$ cat src/sv/dbcs_aware_line_wrapper_macros.svh
// Assertion macros for the DBCS-aware line wrapper.
`ifndef DBCS_AWARE_LINE_WRAPPER_MACROS_SVH
`define DBCS_AWARE_LINE_WRAPPER_MACROS_SVH
`ifndef SYNTHESIS
// Same-cycle implication, sampled on clk, off during reset
`define DLW_ASSERT_NOW(lbl, ante, cons) \
  lbl: assert property (@(posedge clk) disable iff (!rst_n) (ante) |-> (cons)) \
    else $error("dlw assertion failed");
// Next-cycle implication, sampled on clk, off during reset
`define DLW_ASSERT_NEXT(lbl, ante, cons) \
  lbl: assert property (@(posedge clk) disable iff (!rst_n) (ante) |=> (cons)) \
    else $error("dlw assertion failed");
`else
`define DLW_ASSERT_NOW(lbl, ante, cons)
`define DLW_ASSERT_NEXT(lbl, ante, cons)
`endif
`endif

$ cat src/sv/dlw_pkg.sv
// Package with constants and byte-class helpers for the DBCS-aware line wrapper.
package dlw_pkg;

  localparam int COUNT_WIDTH = 10;
  localparam int LINE_MAX_W  = 10;
  localparam int RUN_MAX     = 3;

  localparam logic [LINE_MAX_W-1:0] LINE_MAX_RESET = LINE_MAX_W'(80);

  localparam logic [7:0] CHAR_CR  = 8'h0D;
  localparam logic [7:0] CHAR_LF  = 8'h0A;
  localparam logic [7:0] CHAR_NUL = 8'h00;

  // Configuration register indexes
  localparam logic CFG_LINE_MAX     = 1'b0;
  localparam logic CFG_NEWLINE_KIND = 1'b1;

  // Newline flavors
  localparam logic NL_LF   = 1'b0;
  localparam logic NL_CRLF = 1'b1;

  // Code page 932 lead byte range
  function automatic logic is_lead_range(input logic [7:0] b);
    is_lead_range = (b inside {[8'h81:8'h9F], [8'hE0:8'hFC]});
  endfunction

endpackage

$ cat src/sv/dbcs_aware_line_wrapper.sv
// DBCS-aware line wrapper: Shift-JIS byte stream re-wrapped to a maximum line length.
//
// Usage:
//   in_*  : one Shift-JIS byte per request (tdata), tlast marks end of string.
//   out_* : one output byte per request (tdata); tuser flags the error result;
//           tlast marks the final result caused by one input byte.
//   cfg_* : register writes (index 0 line_max, index 1 newline_kind), always
//           ready; write only while the block is idle.
// Each accepted byte is classified and its whole result run (up to three
// bytes: newline plus text byte, or text byte plus newline) is built in the
// same cycle and loaded into a three-slot run buffer. Results leave the
// buffer one per cycle while out_tready is high, the first in the next cycle.
// Throughput: one input byte per cycle while each byte gives at most one
// result and out_tready is high; a byte that gives more results holds the
// output until the last of them leaves, and the next byte is taken in that
// cycle. The output port sets the rate. CR, LF and swallowed bytes give no
// result and are taken at once when the buffer is free.
// Reset: line_max returns to 80, newline LF, string state and buffer clear.
// Stall: while out_tready is low the buffer holds and in_tready drops once the
// buffer cannot drain in the current cycle.
module dbcs_aware_line_wrapper
  import dlw_pkg::*;
(
  input  logic                  clk,
  input  logic                  rst_n,
  // Input stream
  input  logic                  in_tvalid,
  output logic                  in_tready,
  input  logic [7:0]            in_tdata,   // [7:0] data_byte
  input  logic                  in_tlast,   // end_of_string
  // Result stream
  output logic                  out_tvalid,
  input  logic                  out_tready,
  output logic [7:0]            out_tdata,  // [7:0] out_byte
  output logic                  out_tuser,  // error
  output logic                  out_tlast,  // last_of_run
  // Configuration writes
  input  logic                  cfg_valid,
  output logic                  cfg_ready,
  input  logic                  cfg_index,
  input  logic [LINE_MAX_W-1:0] cfg_data
);

`include "dbcs_aware_line_wrapper_macros.svh"

  // Configuration registers
  logic [LINE_MAX_W-1:0] line_max_r;
  logic                  newline_kind_r;

  // String state
  logic                   lead_pending_r, lead_pending_nxt;
  logic [COUNT_WIDTH-1:0] column_count_r, column_count_nxt;
  logic                   newline_due_r, newline_due_nxt;
  logic                   string_failed_r, string_failed_nxt;

  // Run buffer
  logic [7:0] run_r [RUN_MAX];
  logic [7:0] run_nxt [RUN_MAX];
  logic [1:0] run_len_r, run_len_nxt;
  logic [1:0] run_pos_r;
  logic       run_err_r, run_err_nxt;

  logic in_acc, out_acc;
  logic run_empty, run_draining;

  assign cfg_ready = 1'b1;

  // Write configuration
  always_ff @(posedge clk) begin
    if (!rst_n) begin
      line_max_r     <= LINE_MAX_RESET;
      newline_kind_r <= NL_LF;
    end else if (cfg_valid && cfg_ready) begin
      case (cfg_index)
        CFG_LINE_MAX:     line_max_r     <= cfg_data;
        CFG_NEWLINE_KIND: newline_kind_r <= cfg_data[0];
        default:          line_max_r     <= line_max_r;
      endcase
    end
  end

  // Handshakes
  assign run_empty    = (run_pos_r == run_len_r);
  assign run_draining = (run_pos_r + 2'd1 == run_len_r) && out_tready;
  assign in_tready    = run_empty || run_draining;
  assign in_acc       = in_tvalid && in_tready;
  assign out_tvalid   = !run_empty;
  assign out_acc      = out_tvalid && out_tready;

  assign out_tdata = run_r[run_pos_r];
  assign out_tuser = run_err_r;
  assign out_tlast = (run_pos_r + 2'd1 == run_len_r);

  // Classify the byte, build its result run and the next string state
  always_comb begin
    logic       kept, trail_pos, lead_rng, is_lead, is_single;
    logic       nl_pre, nl_post, boundary;
    logic [1:0] k;

    lead_pending_nxt  = lead_pending_r;
    column_count_nxt  = column_count_r;
    newline_due_nxt   = newline_due_r;
    string_failed_nxt = string_failed_r;
    run_err_nxt       = 1'b0;
    for (int i = 0; i < RUN_MAX; i++) run_nxt[i] = CHAR_NUL;
    k = 2'd0;

    kept      = !string_failed_r && (in_tdata != CHAR_CR) && (in_tdata != CHAR_LF);
    trail_pos = lead_pending_r;
    lead_rng  = is_lead_range(in_tdata);
    is_lead   = !trail_pos && lead_rng;
    is_single = !trail_pos && !lead_rng;
    boundary  = (column_count_r >= COUNT_WIDTH'(line_max_r - LINE_MAX_W'(1)));
    nl_pre    = 1'b0;
    nl_post   = 1'b0;

    if (kept) begin
      lead_pending_nxt = is_lead;
      if (line_max_r <= LINE_MAX_W'(1)) begin
        newline_due_nxt  = 1'b0;
        column_count_nxt = '0;
        if (line_max_r == '0 || !is_single) begin
          string_failed_nxt = 1'b1;
          run_err_nxt       = 1'b1;
        end else begin
          nl_post = 1'b1;
        end
      end else begin
        nl_pre          = newline_due_r || (boundary && is_lead);
        newline_due_nxt = 1'b0;
        if (boundary) begin
          if (is_lead) begin
            column_count_nxt = COUNT_WIDTH'(1);
          end else begin
            newline_due_nxt  = 1'b1;
            column_count_nxt = '0;
          end
        end else begin
          column_count_nxt = column_count_r + COUNT_WIDTH'(1);
        end
      end

      // Assemble the run in order
      if (run_err_nxt) begin
        run_nxt[0] = CHAR_NUL;
        k          = 2'd1;
      end else begin
        if (nl_pre) begin
          if (newline_kind_r == NL_CRLF) begin
            run_nxt[k] = CHAR_CR;
            k          = k + 2'd1;
          end
          run_nxt[k] = CHAR_LF;
          k          = k + 2'd1;
        end
        run_nxt[k] = in_tdata;
        k          = k + 2'd1;
        if (nl_post) begin
          if (newline_kind_r == NL_CRLF) begin
            run_nxt[k] = CHAR_CR;
            k          = k + 2'd1;
          end
          run_nxt[k] = CHAR_LF;
          k          = k + 2'd1;
        end
      end
    end

    run_len_nxt = k;

    // Clear string state after its final byte
    if (in_tlast) begin
      lead_pending_nxt  = 1'b0;
      column_count_nxt  = '0;
      newline_due_nxt   = 1'b0;
      string_failed_nxt = 1'b0;
    end
  end

  // Advance string state on each accepted byte
  always_ff @(posedge clk) begin
    if (!rst_n) begin
      lead_pending_r  <= 1'b0;
      column_count_r  <= '0;
      newline_due_r   <= 1'b0;
      string_failed_r <= 1'b0;
    end else if (in_acc) begin
      lead_pending_r  <= lead_pending_nxt;
      column_count_r  <= column_count_nxt;
      newline_due_r   <= newline_due_nxt;
      string_failed_r <= string_failed_nxt;
    end
  end

  // Load a new run on accept, else step through the current one
  always_ff @(posedge clk) begin
    if (!rst_n) begin
      run_len_r <= 2'd0;
      run_pos_r <= 2'd0;
    end else if (in_acc) begin
      run_len_r <= run_len_nxt;
      run_pos_r <= 2'd0;
    end else if (out_acc) begin
      run_pos_r <= run_pos_r + 2'd1;
    end
  end

  // Run payload
  always_ff @(posedge clk) begin
    if (in_acc) begin
      run_r     <= run_nxt;
      run_err_r <= run_err_nxt;
    end
  end

  // Checks
  `DLW_ASSERT_NOW(a_err_alone, out_tvalid && out_tuser, out_tlast && (out_tdata == CHAR_NUL))
  `DLW_ASSERT_NOW(a_pos_in_run, 1'b1, (run_pos_r <= run_len_r) && (run_len_r <= 2'd3))
  `DLW_ASSERT_NEXT(a_eos_clears, in_acc && in_tlast, (column_count_r == '0) && !lead_pending_r && !newline_due_r && !string_failed_r)
  `DLW_ASSERT_NOW(a_failed_idle, string_failed_r, (column_count_r == '0) && !newline_due_r)

endmodule
$ cat config.mk
export PLATFORM = sky130hd
export DESIGN_NAME = dbcs_aware_line_wrapper
export DESIGN_NICKNAME = d
export VERILOG_FILES = /design/src/sv/dlw_pkg.sv /design/src/sv/dbcs_aware_line_wrapper.sv
export VERILOG_INCLUDE_DIRS = /design/src /design/src/sv
export SDC_FILE = /design/constraint.sdc
export NUM_CORES = 1
export LEC_CHECK = 0
export BUFFER_PORTS_ARGS = -buffer_cell sky130_fd_sc_hd__clkbuf_2
export CAP_MARGIN = 25
export CORE_ASPECT_RATIO = 0.8
export CORE_MARGIN = 3
export CORE_UTILIZATION = 45
export CTS_CLUSTER_DIAMETER = 100
export DETAILED_ROUTE_END_ITERATION = 7
export SLEW_MARGIN = 20
export SYNTH_ARGS = -nofsm -noshare
export SYNTH_HDL_FRONTEND = slang
export SYNTH_SLANG_ARGS = --single-unit
$ cat constraint.sdc
create_clock -name clk -period 4.2 [get_ports clk]
set_clock_uncertainty 0.05 [all_clocks]
set_input_delay 0.84 -clock clk [delete_from_list [all_inputs] [get_ports clk]]
set_output_delay 0.84 -clock clk [all_outputs]
set_load 0.02 [all_outputs]
==> reports/results.txt, run 1 <==
cells on worst reg2reg path - 14
chip width - 102 µm
syn_area_per_cell - 8.61 µm²
hpwl dp - 5.97 mm
Setup CP Type - reg -> reg
Startpoint Class - register
worst min path class - reg -> reg
largest cells by area after synthesis - edfxtp_1 22%, dfxtp_1 17%, ha_1 7.1%
Crit. End Element - register
RSZ-0062 raised after global routing - false
WHS - 439 ps
vias in the first global route - 2605
First-pass DRT Iterations - 5
post-CTS repair timing setup buffer count - 0
GPL Wtd Cong - 0.923
NumNets Final - 464
crit-path leading delay family - simple AND/OR/NAND/NOR gates
area leader, netlist - edfxtp_1
CTS root buffer - clkbuf_8
VDD IR-drop max - 0.175 mV
DRT Wirelength - 7.97 mm
pwr dens - 308 nW/µm²
Clock Sink Count - 53
CP most frequent cell - ha_1
core area - 7030 µm²
crit path capture - run_r[19]
Post-Syn Area - 3340 µm²
post_cts resized - 0
gate count of the mapped netlist - 388
Syn Nets - 432
CP Cell Sequence - or4_4 > nor3_1 > xnor2_1 > ha_1 > nand4_1 > a211oi_1 > or3_1 > o211ai_1 > nand2_1 > ha_1 > nor2_2 > a22oi_1 > and3_1 > a21oi_1
clk_lat worst skew - 300 ps
Worst-path clk slew - 90 ps
Die ar. - 8500 µm²
CP max-delay cell - or4_4
design area - 3700 µm²
share of cells above drive strength 1 - 14.8%
global route overflow - 0
ys flop type - dfxtp_1
hold buffers post-CTS - 0
max-slew violation count - 0
Antenna diodes - 0
number of synthesized register bits - 53
synth warn - 0
Achievable Freq - 259 MHz
Wirelength per Cell - 15.7 µm
Worst Path Required - 4310 ps
area grow syn2layout - 10.7%
sequential area share after synthesis - 39.2%
Final Hold Vio Count - 0
antenna-violating nets left - 0
setup TNS - 0 ps
minimum clock period - 3850 ps
run status - completed
distinct cell type count after synthesis - 59
total leakage power - 1.47 nW
critical path's largest stage delay - 570 ps
count of final setup violators - 0
worst reg2reg setup slack - 350 ps
Iter 0 DRT Violations - 213
Final Cycle Share - 91.8%
CTS Buf Count - 5
# rows - 27
PortBufs - 36
DR vias - 2959
Stages on worst setup path - 14
GRT Total Usage - 18.7%
TritonCTS clock tree - built
Post-synth ARST share - 0%
Critical Path Fanout Max - 9
Ports - 38
EDFF count, synth - 25
H-tree levels - 2
largest net degree at the start of global routing - 30
Design Power - 1.14 mW
initial antenna violation count - 0
DRC violations left - 0
Die Ht - 83.1 µm
Setup crit start - line_max_r[4]
Worst-Margin Slew - 726 ps
placed cell area - 3590 µm²
initial core utilization - 47.6%
worst path bufs/invs - 0
# Max-Cap Violations - 0
Critical Path AT - 3960 ps
clk buf depth - 2
Via density - 5.84
Worst R2R Start - line_max_r[4]
reg2reg end - run_r[19]
area share of the largest cell type after synthesis - 22.5%
Setup WS pre-CTS - 294 ps
Max-slew headroom - 51.5%
Final WS setup - 345 ps
global-route wire length before repair - 12.9 mm
where the power goes:
group	switching, mW	internal, mW	leakage [nW]
combinational	0.137	0.0720	0.937
sequential	0.0188	0.573	0.476
clock	0.165	0.174	0.0540
sequential cells by signal, indices dropped and copies added (netlist names):
signal,count
column_count_r,10
newline_due_r,1
run_pos_r,2
newline_kind_r,1
string_failed_r,1
run_r,24
lead_pending_r,1
out_tuser,1
line_max_r,10
run_len_r,2
worst reg2reg max path: stages (launching register included):
cell and delay, ps:
dfxtp_1 370, or4_4 570, nor3_1 230, xnor2_1 150, ha_1 270, nand4_1 150
a211oi_1 70, or3_1 340, o211ai_1 290, nand2_1 200, ha_1 350, nor2_2 250
a22oi_1 110, and3_1 180, a21oi_1 120
kinds of logic after synthesis:
logic type	count (synthesis)	synth area share (%)
AO/OA/AOI/OAI	94	18.2
XOR/XNOR	11	2.88
adder cells (fa/ha/maj)	19	7.11
buffers and inverters	36	4.64
flip-flops	53	39.2
multiplexers	8	2.40
other	1	0.112
AND/OR/NAND/NOR	166	25.5
stage by stage:
| stage | std cells | util [%] |
|---|---|---|
| 2_1_floorplan | 388 | - |
| 6_report | 507 | 52.7 |
| 3_5_place_dp | 500 | 51.1 |
| 3_3_place_gp | 500 | 51.1 |
| 4_1_cts | 507 | 52.6 |
| 5_1_grt | 507 | 52.7 |
how the worst min path moves through the flow:
stage	cells past startpoint	startpoint	to	slack, ps
3_5_place_dp	1	string_failed_r	string_failed_r	420
5_1_grt	1	string_failed_r	string_failed_r	470
3_3_place_gp	1	string_failed_r	string_failed_r	410
2_1_floorplan	1	string_failed_r	string_failed_r	390
4_1_cts	1	string_failed_r	string_failed_r	440
6_report	1	string_failed_r	string_failed_r	440
layout make-up:
type	instances	area [µm²]
sequential	53	1310
multi-input combinational	299	1880
fill	687	3330
clock buffer	5	68.8
tap	87	109
timing repair buffer	42	225
inverter	19	71.3
clock inverter	2	35.0
synth_stat cells (3+ instances only):
master    count
buf_1         4
o21ai_0      14
ha_1         19
mux2i_1       8
nand2_1      60
nand4_1       3
and3_1        6
or4_1         5
nand2b_1      3
a211oi_1      4
nor3_1       13
inv_1        19
a31oi_1       5
nor4_1        5
o22ai_1       3
and2_1        4
nand3_1      22
or3_1         4
dfxtp_1      28
o21a_1        3
xnor2_1       9
clkbuf_1      9
o211ai_1      5
nor2_1       23
a21oi_1      38
nand4b_1      3
edfxtp_1     25
cell usage in the layout, fill, tap and decap left out, drive strengths merged, types with 4 or more instances in the layout:
cell type | Yosys | routed
buf | 8 | 6
nor4 | 5 | 5
nand3 | 22 | 22
edfxtp | 25 | 25
nand2b | 4 | 4
o21ai | 17 | 17
ha | 19 | 19
dfxtp | 28 | 28
a31oi | 5 | 5
and3 | 6 | 6
inv | 19 | 19
nor3 | 16 | 16
a21oi | 38 | 38
nor2 | 23 | 23
or4 | 6 | 6
xnor2 | 9 | 9
a211oi | 4 | 4
clkbuf | 9 | 41
o211ai | 5 | 5
and2 | 6 | 6
mux2i | 8 | 8
nand2 | 60 | 60
or3 | 5 | 5
layer usage:
layer  up-vias  track usage [%]  wire [µm]
met5         -                0          0
met4         0             3.22         87
met3        10             3.11        436
met2       101             26.1       3250
met1      1365             30.2       4190
li1       1483                -          -
(Power assumes the default switching activity.)
==> run 2, diff against run 1 <==
--- a/config.mk
+++ b/config.mk
@@ -10,7 +10,8 @@
 export CAP_MARGIN = 25
 export CORE_ASPECT_RATIO = 0.8
 export CORE_MARGIN = 3
-export CORE_UTILIZATION = 45
+export CORE_UTILIZATION = 43
+export CTS_BUF_LIST = sky130_fd_sc_hd__clkbuf_8
 export CTS_CLUSTER_DIAMETER = 100
 export DETAILED_ROUTE_END_ITERATION = 7
 export SLEW_MARGIN = 20
==> reports/results.txt, run 2 (same netlist as run 1, synthesis figures left out) <==
chip width - 105 µm (was 102 µm)
clk_lat worst skew - 310 ps (was 300 ps)
Pint - 819 µW (about the same)
Max-slew headroom - 50.8% (was 51.5%)
VDD IR-drop max - 0.149 mV (was 0.175 mV)
H-tree levels - 2 (unchanged)
reg2reg end - run_r[19] (unchanged)
global route overflow - 0 (unchanged)
Worst-path clk slew - 90 ps (about the same)
Largest Register - run_r (unchanged)
largest net degree at the start of global routing - 30 (unchanged)
WHS - 428 ps (was 439 ps)
clk buf depth - 2 (unchanged)
Worst-Margin Slew - 738 ps (was 726 ps)
GRT Total Usage - 18.5% (was 18.7%)
initial antenna violation count - 0 (unchanged)
CTS Buf Count - 5 (unchanged)
Layout Utilization - 50.1% (was 52.7%)
most frequent cells in the layout - 59 x nand2_1, 38 x a21oi_1, 36 x clkbuf_2 (was 60 x nand2_1, 38 x a21oi_1, 36 x clkbuf_2)
cells on worst reg2reg path - 14 (unchanged)
antenna-violating nets left - 0 (unchanged)
Die Ht - 84.9 µm (was 83.1 µm)
CTS root buffer - clkbuf_8 (unchanged)
worst reg2reg setup slack - 340 ps (was 350 ps)
sw power - 328 µW (was 321 µW)
Regs by FF count - run_r (24), column_count_r (10), line_max_r (10) (unchanged)
Antenna diodes - 0 (unchanged)
Iter 0 DRT Violations - 176 (was 213)
RSZ-0062 raised after global routing - false (unchanged)
Die ar. - 8870 µm² (was 8500 µm²)
max-slew violation count - 0 (unchanged)
Final Cycle Share - 91.9% (was 91.8%)
vias in the first global route - 2750 (was 2605)
FILL cells - 748 (was 687)
hold endpoint - line_max_r[1] (was string_failed_r)
Final Hold Vio Count - 0 (unchanged)
Setup CP Type - reg -> reg (unchanged)
Worst R2R Start - line_max_r[4] (unchanged)
run status - completed (unchanged)
First-pass DRT Iterations - 4 (was 5)
Achievable Freq - 259 MHz (about the same)
PortBufs - 36 (unchanged)
area grow syn2layout - 11.9% (was 10.7%)
Worst Min Path Start - line_max_r[1] (was string_failed_r)
DRC violations left - 0 (unchanged)
DRT Wirelength - 8.00 mm (was 7.97 mm)
Min-Delay Path Depth - 2 (was 1)
NumNets Final - 465 (was 464)
Clock power frac - 30.1% (was 29.7%)
GPL Wtd Cong - 0.892 (was 0.923)
part of the power in registers - 51.6% (was 51.9%)
Via density - 5.53 (was 5.84)
hpwl dp - 5.99 mm (was 5.97 mm)
Crit. End Element - register (unchanged)
Layout Cells excl Fill - 526 (was 507)
commonest non-fill, non-tap cell in the layout - nand2_1 (unchanged)
setup TNS - 0 ps (unchanged)
Startpoint Class - register (unchanged)
global-route wire length before repair - 13.4 mm (was 12.9 mm)
placed cell area - 3610 µm² (was 3590 µm²)
share of cells above drive strength 1 - 15.4% (was 14.8%)
# Max-Cap Violations - 0 (unchanged)
design area - 3740 µm² (was 3700 µm²)
minimum clock period - 3860 ps (was 3850 ps)
core area - 7460 µm² (was 7030 µm²)
worst min path class - reg -> reg (unchanged)
placed insts - 518 (was 500)
Critical Path Fanout Max - 9 (unchanged)
Clock Sink Count - 53 (unchanged)
total leakage power - 1.47 nW (about the same)
sw frac - 28.6% (was 28.2%)
DR vias - 2911 (was 2959)
Wirelength per Cell - 15.2 µm (was 15.7 µm)
Critical Path AT - 3970 ps (was 3960 ps)
Worst Path Required - 4310 ps (about the same)
Ports - 38 (unchanged)
Largest register FFs - 24 (unchanged)
count of final setup violators - 0 (unchanged)
initial core utilization - 44.8% (was 47.6%)
TritonCTS clock tree - built (unchanged)
# rows - 28 (was 27)
pwr dens - 307 nW/µm² (was 308 nW/µm²)
Comb power frac - 18.3% (was 18.4%)
## run 2: power by group through the flow
stage	sequential [mW]	clock (mW)	combinational (mW)
after global placement	0.603	0	0.208
final	0.592	0.345	0.210
after detailed placement	0.604	0	0.210
after global routing	0.596	0.369	0.236
after CTS	0.592	0.348	0.211
after floorplan	0.599	0	0.145
## run 2: worst max-delay path: stages (launching register included)
cell and delay (ps):
dfxtp_1 370, or4_4 570, nor3_1 230, xnor2_1 150, ha_1 260, nand4_1 140
a211oi_1 80, or3_1 340, o211ai_1 350, nand2_2 160, ha_1 330, nor2_2 250
a22oi_1 120, and3_1 190, a21oi_1 120
## run 2: cell type report
class	instances	area, µm²	share of cell area (%)
Clock inverter	2	35.0	0.937
Sequential cell	53	1310	35.1
Clock buffer	5	68.8	1.84
Tap cell	105	131	3.51
Inverter	19	71.3	1.91
Timing Repair Buffer	43	233	6.22
Multi-Input combinational cell	299	1890	50.5
## run 2: worst max path at each step
stage          slack (ps)   endpoint          start
4_1_cts               270  run_r[19]  line_max_r[4]
3_5_place_dp          310  run_r[19]  line_max_r[4]
2_1_floorplan         390  run_r[19]  line_max_r[4]
6_report              340  run_r[19]  line_max_r[4]
3_3_place_gp          420  run_r[22]  line_max_r[4]
5_1_grt                 5  run_r[23]  line_max_r[4]
## run 2: per-layer routing
layer,wire [µm],track usage (%),part of all wire (%)
met5,0,0,0
met4,43,3.50,0.54
met2,3310,28.4,41
met3,438,2.97,5.5
met1,4200,27.8,53
## run 2: what timing repair did
action | 4_1_cts | 5_1_grt
endpoints found under the hold margin | 0 | 0
setup endpoints to repair | 0 | 5
buffers inserted | 0 | 1
hold buffers | 0 | 0
gates resized for setup | 0 | 4
## run 2: stage by stage
stage / setup slack, ps / total power, mW
2_1_floorplan: 387 / 0.743
3_3_place_gp: 423 / 0.810
3_5_place_dp: 310 / 0.814
4_1_cts: 272 / 1.15
5_1_grt: 4.91 / 1.20
6_report: 341 / 1.15
==> run 3, diff against run 2 <==
==> constraint.sdc (replaced) <==
create_clock -name clk -period 4.2 [get_ports clk]
set_clock_uncertainty 0.05 [all_clocks]
set_input_delay 0.84 -clock clk [delete_from_list [all_inputs] [get_ports clk]]
set_output_delay 0.84 -clock clk [all_outputs]
set_load 0.01 [all_outputs]
==> reports/results.txt, run 3 (same netlist as run 1, synthesis figures left out) <==
PortBufs - 36 (unchanged)
CP max-delay cell - or4_4 (unchanged)
Die Ht - 84.9 µm (unchanged)
Largest Register - run_r (unchanged)
Worst Path Required - 4310 ps (about the same)
CP most frequent cell - ha_1 (unchanged)
VDD IR-drop max - 0.228 mV (was 0.149 mV)
reg2reg end - run_r[19] (unchanged)
Final Cycle Share - 91.1% (was 91.9%)
max-slew violation count - 0 (unchanged)
Achievable Freq - 261 MHz (was 259 MHz)
global-route wire length before repair - 13.7 mm (was 13.4 mm)
Ports - 38 (unchanged)
initial antenna violation count - 0 (unchanged)
initial core utilization - 44.8% (unchanged)
vias in the first global route - 2797 (was 2750)
Die ar. - 8870 µm² (unchanged)
First-pass DRT Iterations - 5 (was 4)
Setup CP Type - reg -> reg (unchanged)
DRC violations left - 0 (unchanged)
Max-slew headroom - 51.8% (was 50.8%)
Largest register FFs - 24 (unchanged)
setup TNS - 0 ps (unchanged)
placed insts - 518 (unchanged)
chip width - 105 µm (unchanged)
count of final setup violators - 0 (unchanged)
Wirelength per Cell - 15.0 µm (was 15.2 µm)
cells on worst reg2reg path - 14 (unchanged)
clk_lat worst skew - 310 ps (about the same)
largest net degree at the start of global routing - 30 (unchanged)
core area - 7460 µm² (unchanged)
Critical Path Fanout Max - 9 (unchanged)
CP Cell Sequence - or4_4 > nor3_1 > xnor2_1 > ha_1 > nand4_1 > a211oi_1 > or3_1 > o211ai_1 > nand2_1 > ha_1 > nor2_2 > a22oi_1 > and3_1 > a21oi_1 (was or4_4 > nor3_1 > xnor2_1 > ha_1 > nand4_1 > a211oi_1 > or3_1 > o211ai_1 > nand2_2 > ha_1 > nor2_2 > a22oi_1 > and3_1 > a21oi_1)
Final WS setup - 373 ps (was 341 ps)
CTS root buffer - clkbuf_8 (unchanged)
Worst-Margin Slew - 722 ps (was 738 ps)
run status - completed (unchanged)
H-tree levels - 2 (unchanged)
TritonCTS clock tree - built (unchanged)
Via density - 5.68 (was 5.53)
commonest non-fill, non-tap cell in the layout - nand2_1 (unchanged)
Worst Min Path Start - line_max_r[1] (unchanged)
# Max-Cap Violations - 0 (unchanged)
share of cells above drive strength 1 - 15.2% (was 15.4%)
Final Hold Vio Count - 0 (unchanged)
Iter 0 DRT Violations - 163 (was 176)
antenna-violating nets left - 0 (unchanged)
# rows - 28 (unchanged)
most frequent cells in the layout - 60 x nand2_1, 38 x a21oi_1, 36 x clkbuf_2 (was 59 x nand2_1, 38 x a21oi_1, 36 x clkbuf_2)
Critical Path AT - 3930 ps (was 3970 ps)
Layout Cells excl Fill - 526 (unchanged)
hold buffers post-CTS - 0 (unchanged)
minimum clock period - 3830 ps (was 3860 ps)
NumNets Final - 465 (unchanged)
Antenna diodes - 0 (unchanged)
Setup WS pre-CTS - 256 ps (was 310 ps)
total leakage power - 1.47 nW (about the same)
hold endpoint - line_max_r[1] (unchanged)
clk buf depth - 2 (unchanged)
global route overflow - 0 (unchanged)
GPL Wtd Cong - 0.893 (was 0.892)
CTS Buf Count - 5 (unchanged)
Min-Delay Path Depth - 2 (unchanged)
Worst-path clk slew - 90 ps (about the same)
Regs by FF count - run_r (24), column_count_r (10), line_max_r (10) (unchanged)
Clock Sink Count - 53 (unchanged)
critical path's largest stage delay - 580 ps (was 570 ps)
Crit. End Element - register (unchanged)
hpwl dp - 6.04 mm (was 5.99 mm)
RSZ-0062 raised after global routing - false (unchanged)
GRT Total Usage - 19.0% (was 18.5%)
Worst R2R Start - line_max_r[4] (unchanged)
worst reg2reg setup slack - 370 ps (was 340 ps)
area grow syn2layout - 11.8% (was 11.9%)
DRT Wirelength - 7.91 mm (was 8.00 mm)
DR vias - 2987 (was 2911)
Startpoint Class - register (unchanged)
Layout Utilization - 50.1% (about the same)
pwr dens - 301 nW/µm² (was 307 nW/µm²)
worst min path class - reg -> reg (unchanged)
[run 3: cell counts in the layout (fill, tap and decap cells not counted)]
No cell type changed its count.
[run 3: area by class of cell]
cell class	instances	area (µm²)
sequential	53	1310
multi-input combinational	299	1890
fill	740	3720
tap	105	131
timing repair buffer	43	233
clock inverter	2	35.0
inverter	19	71.3
clock buffer	5	68.8
[run 3: critical path: cells and delay by family (launching register included)]
kind / cells / cell delay, ps
AOI/OAI and AO/OA: 4 / 560
adders and majority gates: 2 / 600
DFF: 1 / 380
and+or+nand+nor: 7 / 1920
xor gates and xnor gates: 1 / 160
[run 3: worst max path at each step]
| stage | cells after the start | start | slack [ps] | to |
|---|---|---|---|---|
| 2_1_floorplan | 15 | line_max_r[4] | 390 | run_r[19] |
| 3_3_place_gp | 13 | line_max_r[4] | 420 | run_r[22] |
| 3_5_place_dp | 14 | line_max_r[4] | 260 | run_r[19] |
| 4_1_cts | 14 | line_max_r[4] | 220 | run_r[19] |
| 5_1_grt | 13 | line_max_r[4] | 40 | run_r[21] |
| 6_report | 14 | line_max_r[4] | 370 | run_r[19] |
[run 3: through the flow]
stage	power, mW	hold WS, ps	area [µm²]
floorplan	0.729	391	3340
global placement	0.796	416	3610
detailed placement	0.799	418	3610
CTS	1.13	438	3720
global route	1.18	469	3740
finish	1.13	432	3740
[run 3: report_power, final]
part	leakage, nW	switching [mW]	internal (mW)	total (mW)
Clock	0.0540	0.166	0.174	0.339
Sequential	0.476	0.0184	0.573	0.592
Combinational	0.941	0.124	0.0719	0.195
Total	1.47	0.308	0.819	1.13
[run 3: timing repair]
action,4_1_cts,5_1_grt
buffers inserted,0,1
gates resized for setup,0,3
endpoints found under the hold margin,0,0
endpoints found under the setup margin,0,12
[run 3: per-layer routing]
layer,up-vias,global-route usage (%),wire length (µm)
li1,1482,-,-
met1,1406,28.5,4040
met2,93,28.1,3270
met3,6,3.73,527
met4,0,4.83,69
met5,-,0,0
